File: config.mk
export PLATFORM = sky130hd
export DESIGN_NAME = cpml_ctrl
export DESIGN_NICKNAME = d
export VERILOG_FILES = /design/src/sv/cpml_pkg.sv /design/src/sv/cpml_ctrl.sv
export VERILOG_INCLUDE_DIRS = /design/src /design/src/sv
export SDC_FILE = /design/constraint.sdc
export NUM_CORES = 1
export LEC_CHECK = 0
export BUFFER_PORTS_ARGS = -buffer_cell sky130_fd_sc_hd__buf_2
export CAP_MARGIN = 30
export CELL_PAD_IN_SITES_DETAIL_PLACEMENT = 2
export CELL_PAD_IN_SITES_GLOBAL_PLACEMENT = 2
export CORE_AREA = 2 2 48 50
export CTS_CLUSTER_SIZE = 10
export DETAILED_ROUTE_END_ITERATION = 8
export DIE_AREA = 0 0 50 52
export GPL_TIMING_DRIVEN = 0
export PLACE_DENSITY_LB_ADDON = 0.1
export SYNTH_ARGS = -nofsm -noshare
export SYNTH_HDL_FRONTEND = slang
export SYNTH_SLANG_ARGS = --single-unit
File: constraint.sdc
create_clock -name clk -period 1.35 [get_ports clk]
set_clock_uncertainty 0.1 [all_clocks]
set_input_delay 0 -clock clk [delete_from_list [all_inputs] [get_ports clk]]
set_output_delay 0 -clock clk [all_outputs]
set_load 0.02 [all_outputs]
File: src/sv/cascaded_pid_motor_loop_unit_macros.svh
// Assertion macros used by the motor loop controller.
`ifndef CASCADED_PID_MOTOR_LOOP_UNIT_MACROS_SVH
`define CASCADED_PID_MOTOR_LOOP_UNIT_MACROS_SVH
`ifndef SYNTHESIS
`define CPML_ASSERT_IMP(lbl, a, b) \
lbl: assert property (@(posedge clk) disable iff (!arst_n) (a) |-> (b)) \
	else $error("cpml: assertion failed");
`define CPML_ASSERT_NXT(lbl, a, b) \
lbl: assert property (@(posedge clk) disable iff (!arst_n) (a) |=> (b)) \
	else $error("cpml: assertion failed");
`else
`define CPML_ASSERT_IMP(lbl, a, b)
`define CPML_ASSERT_NXT(lbl, a, b)
`endif
`endif

File: src/sv/cpml_pkg.sv
// Types, constants and helpers of the cascaded motor loop.
`timescale 1ns / 1ps
package cpml_pkg;
	localparam int Motors = 8;
	localparam int MotorW = 3;
	localparam int CurrentLimit = 15000;
	localparam int TurnStep = 3000;
	localparam int Deadband = 10;

	typedef enum logic [1:0] {
		MODE_CASCADE = 2'd0,
		MODE_VEL     = 2'd1,
		MODE_CAP     = 2'd2
	} mode_t;

	typedef enum logic [2:0] {
		REG_POS_KP  = 3'd0,
		REG_POS_KI  = 3'd1,
		REG_POS_KD  = 3'd2,
		REG_VEL_KP  = 3'd3,
		REG_VEL_KI  = 3'd4,
		REG_VEL_KD  = 3'd5,
		REG_POS_LIM = 3'd6,
		REG_VEL_LIM = 3'd7
	} reg_idx_t;

	typedef enum logic [3:0] {
		ST_IDLE, ST_UNWRAP, ST_PPREP, ST_PMUL0, ST_PMUL1, ST_PMUL2, ST_PACC,
		ST_VSET, ST_VPREP, ST_VMUL0, ST_VMUL1, ST_VMUL2, ST_VACC, ST_VSAT, ST_DONE
	} state_t;

	typedef struct packed {
		logic       cap;
		logic       unwrap;
		logic       pprep;
		logic       vset;
		logic       vprep;
		logic       mul_en;
		logic [1:0] mul_idx;
		logic       acc_add;
		logic       vacc;
		logic       fin;
	} cmd_t;

	typedef struct packed {
		logic motor_ok;
		logic vel_only;
		logic out_busy;
	} sts_t;

	function automatic logic signed [31:0] sat32(input logic signed [49:0] x);
		logic signed [31:0] r;
		if (x > 50'sd2147483647) r = 32'sh7fffffff;
		else if (x < -50'sd2147483648) r = 32'sh80000000;
		else r = x[31:0];
		return r;
	endfunction
endpackage

File: src/sv/cpml_ctrl.sv
// Controller state machine that sequences one motor sample through the datapath.
`timescale 1ns / 1ps
`include "cascaded_pid_motor_loop_unit_macros.svh"
module cpml_ctrl (
	input  logic           clk,
	input  logic           arst_n,
	input  logic           in_valid,
	output logic           in_ready,
	input  cpml_pkg::sts_t sts,
	output cpml_pkg::cmd_t cmd
);
	import cpml_pkg::*;

	state_t state_q, state_d;

	always_comb begin
		state_d = state_q;
		case (state_q)
			ST_IDLE:   if (in_valid) state_d = sts.motor_ok ? ST_UNWRAP : ST_DONE;
			ST_UNWRAP: state_d = sts.vel_only ? ST_VSET : ST_PPREP;
			ST_PPREP:  state_d = ST_PMUL0;
			ST_PMUL0:  state_d = ST_PMUL1;
			ST_PMUL1:  state_d = ST_PMUL2;
			ST_PMUL2:  state_d = ST_PACC;
			ST_PACC:   state_d = ST_VSET;
			ST_VSET:   state_d = ST_VPREP;
			ST_VPREP:  state_d = ST_VMUL0;
			ST_VMUL0:  state_d = ST_VMUL1;
			ST_VMUL1:  state_d = ST_VMUL2;
			ST_VMUL2:  state_d = ST_VACC;
			ST_VACC:   state_d = ST_VSAT;
			ST_VSAT:   state_d = ST_DONE;
			ST_DONE:   if (!sts.out_busy) state_d = ST_IDLE;
			default:   state_d = ST_IDLE;
		endcase
	end

	always_comb begin
		cmd = '0;
		in_ready = (state_q == ST_IDLE);
		case (state_q)
			ST_IDLE:   cmd.cap = in_valid;
			ST_UNWRAP: cmd.unwrap = 1'b1;
			ST_PPREP:  cmd.pprep = 1'b1;
			ST_PMUL0:  begin cmd.mul_en = 1'b1; cmd.mul_idx = 2'd0; end
			ST_PMUL1:  begin cmd.mul_en = 1'b1; cmd.mul_idx = 2'd1; cmd.acc_add = 1'b1; end
			ST_PMUL2:  begin cmd.mul_en = 1'b1; cmd.mul_idx = 2'd2; cmd.acc_add = 1'b1; end
			ST_PACC:   cmd.acc_add = 1'b1;
			ST_VSET:   cmd.vset = 1'b1;
			ST_VPREP:  cmd.vprep = 1'b1;
			ST_VMUL0:  begin cmd.mul_en = 1'b1; cmd.mul_idx = 2'd0; end
			ST_VMUL1:  begin cmd.mul_en = 1'b1; cmd.mul_idx = 2'd1; cmd.acc_add = 1'b1; end
			ST_VMUL2:  begin cmd.mul_en = 1'b1; cmd.mul_idx = 2'd2; cmd.acc_add = 1'b1; end
			ST_VACC:   cmd.acc_add = 1'b1;
			ST_VSAT:   cmd.vacc = 1'b1;
			ST_DONE:   cmd.fin = !sts.out_busy;
			default:   ;
		endcase
	end

	always_ff @(posedge clk or negedge arst_n) begin
		if (!arst_n) state_q <= ST_IDLE;
		else state_q <= state_d;
	end

	`CPML_ASSERT_IMP(a_fin_slot, cmd.fin, !sts.out_busy)
	`CPML_ASSERT_NXT(a_accept_go, (state_q == ST_IDLE) && in_valid, (state_q == ST_UNWRAP) || (state_q == ST_DONE))
	`CPML_ASSERT_NXT(a_vel_skip, (state_q == ST_UNWRAP) && sts.vel_only, state_q == ST_VSET)
	`CPML_ASSERT_IMP(a_one_step, 1'b1, $onehot0({cmd.cap, cmd.unwrap, cmd.pprep, cmd.vset, cmd.vprep, cmd.fin}))
endmodule
==> out/summary.txt <==
final instance area: 941 µm²
area grow syn2layout: 133%
Final Hold Slack: 0.0323 ns
max FFs per register: 4
Power Dens Cells: 2850 nW/µm²
die width: 50 µm
final setup vio count: 15
DP Cell Count: 98
# IOs: 18
Worst VDD drop: 0.00117 V
Final Hold Fails: 0
Vias/cell: 4.72
Cell variety after synth: 27
FP Rows: 17
Skew-Pair Late Insertion Delay: 0.24 ns
CP Class: reg -> out
Residual DRC: 0
Avg WL per Cell: 16.8 µm
worst rel slew slack: 81.5%
worst-path cell chain: buf_6 > or3b_4 > a21boi_2 > buf_4
cells after synthesis: 53
root buffer cell: clkbuf_4
share of layout cells above drive strength 1: 67.8%
non-filler cells, final: 118
EDFF count, synth: 0
Slowest-stage cell, CP: dfrtp_1
footprint of the multi-input gates: 392 µm²
worst hold path type: in -> reg
largest registers: state_q (4)
Async SR Flop Fraction: 100%
Detailed Place HPWL: 1040 µm
final worst-path cycle share: 117%
Leak Pwr: 0.000410 µW
port bufs: 17
pin count of the biggest net entering global routing: 11
DR pass1 iterations: 2
max_cap viols: 0
final setup TNS: -1.93 ns
Sink Count: 4
CP peak stage delay: 0.40 ns
fmax: 632 MHz
dpl cell area: 534 µm²
clock buffer depth: 2
final core utilization: 44.7%
worst reg2reg setup slack: -0.14 ns
die height: 52 µm
depth of the worst register-to-register path: 5
gr ovfl total: 0
Filler cells: 225
Synth Flop Type: dfrtp_1
Final Net Count: 98
failing checks: negative setup slack
register area: 101 µm²
final RePlAce weighted congestion: 0.699
WL final: 1980 µm
CTS Buf Count: 3
Setup WS post-layout: -0.232 ns
Starting DRT DRC Count: 4
flops & latches, synth: 4
syn nets: 59
Critical Path Sink Type: primary output
worst-margin pin slew: 0.277 ns
Initial Util: 19.2%
Die Area: 2600 µm²
initial antenna violation count: 0
fin. max-slew vios: 0
Worst Path Arrival: 1.48 ns
CTS tree: built
Tot GR Track Use: 13.1%
critical path peak fanout: 3
CORE AREA: 2110 µm²
status: finished, violations left
Antenna Cells: 0
vias post-DR: 557
number of global-route vias before repair: 529
min Tclk post-route: 1.58 ns
CTS clock-pin slew for the worst setup and hold paths: 0.04 ns
WP data required: 1.25 ns
Most flops, register: state_q
remaining antenna violation count after routing: 0
first-pass GRT wire length: 2510 µm
Avg Inst Size Synth: 7.63 µm²
CTS H-tree depth: 1
CP startpoint kind: flip-flop
Synth Cell Area: 404 µm²
Hold Path Cell Cnt: 3
sequential-to-total area share from yosys stat: 24.8%
Ys Warns: 0
RSZ-0062 raised after global routing: yes
[cells in the mapped netlist (2+ instances only)]
master | n | area share [%]
a21oi_1 | 7 | 8.7
o21ai_1 | 5 | 6.2
buf_2 | 4 | 5.0
dfrtp_1 | 4 | 25
nand2_1 | 4 | 3.7
nor2_1 | 3 | 2.8
inv_1 | 2 | 1.9
nand2b_1 | 2 | 3.1
nand3b_1 | 2 | 3.7
nor3_1 | 2 | 2.5
nor4b_1 | 2 | 4.3
[metal layers]
layer	routed length, µm	vias to the layer above	global-route usage (%)
li1	-	267	-
met1	809	279	14.9
met2	1130	11	24.6
met3	38	0	4.02
met4	0	0	1.39
met5	0	-	0
[per-stage QoR]
step / setup WS, ns / total power, µW
6_report: -0.232 / 2680
5_1_grt: -0.275 / 2850
4_1_cts: -0.193 / 2050
3_5_place_dp: -0.143 / 1420
3_3_place_gp: -0.138 / 1410
2_1_floorplan: -0.182 / 1090
[cell type report]
| cell class | instances | area share (%) |
|---|---|---|
| Multi-Input combinational cell | 41 | 41.6 |
| Timing Repair Buffer | 35 | 33.8 |
| Sequential cell | 4 | 10.8 |
| Buffer | 5 | 6.91 |
| Tap cell | 28 | 3.72 |
| Clock buffer | 3 | 2.39 |
| Inverter | 2 | 0.798 |
[critical path: cells and delay by family, from the launching register on]
family	cells	cell delay, ns
compound gates	1	0.15
simple gates	1	0.40
flops	1	0.40
buf+inv	2	0.29
[kinds of logic (layout without fill, tap and decap cells)]
family | count (synthesis) | count (layout) | synth area share (%)
flip-flops | 4 | 4 | 24.8
buffers and inverters | 8 | 45 | 10.5
AO/OA/AOI/OAI | 17 | 17 | 25.1
AND/OR/NAND/NOR | 24 | 24 | 39.6
[cells in the final DEF, fill, tap and decap left out, types with 2 or more instances in the layout]
cell type / count
buf_12: 2
nor3_2: 2
buf_8: 2
o21ai_2: 3
a21oi_2: 3
o21ai_1: 2
nand2_1: 3
nand2b_1: 2
nand3b_1: 2
nor4b_4: 2
dlygate4sd3_1: 4
buf_4: 15
buf_6: 12
clkbuf_4: 3
a21oi_1: 4
dfrtp_1: 3
buf_2: 5
inv_1: 2
nor2_1: 2
[final timing paths]
check / start / endpoint
setup / recovery: state_q[1] / cmd[4]
hold / removal: sts[0] / state_q[1]
setup reg to reg: state_q[1] / state_q[3]
hold reg to reg: state_q[0] / state_q[1]
max in group asynchronous: arst_n / state_q[3]
min in group asynchronous: arst_n / state_q[1]
[power by group]
| group | leakage [µW] | switching [µW] | internal (µW) |
|---|---|---|---|
| clock network | 0.0000138 | 49.6 | 99.5 |
| registers | 0.0000455 | 61.9 | 191 |
| logic | 0.000351 | 1120 | 1160 |
[timing repair]
item	in CTS	in global routing
resized for setup	33	28
pin swaps	5	10
setup buffers	8	7
hold endpoints to repair	6	0
setup endpoints to repair	15	16
hold buffers	4	0
(Power assumes the default switching activity.)
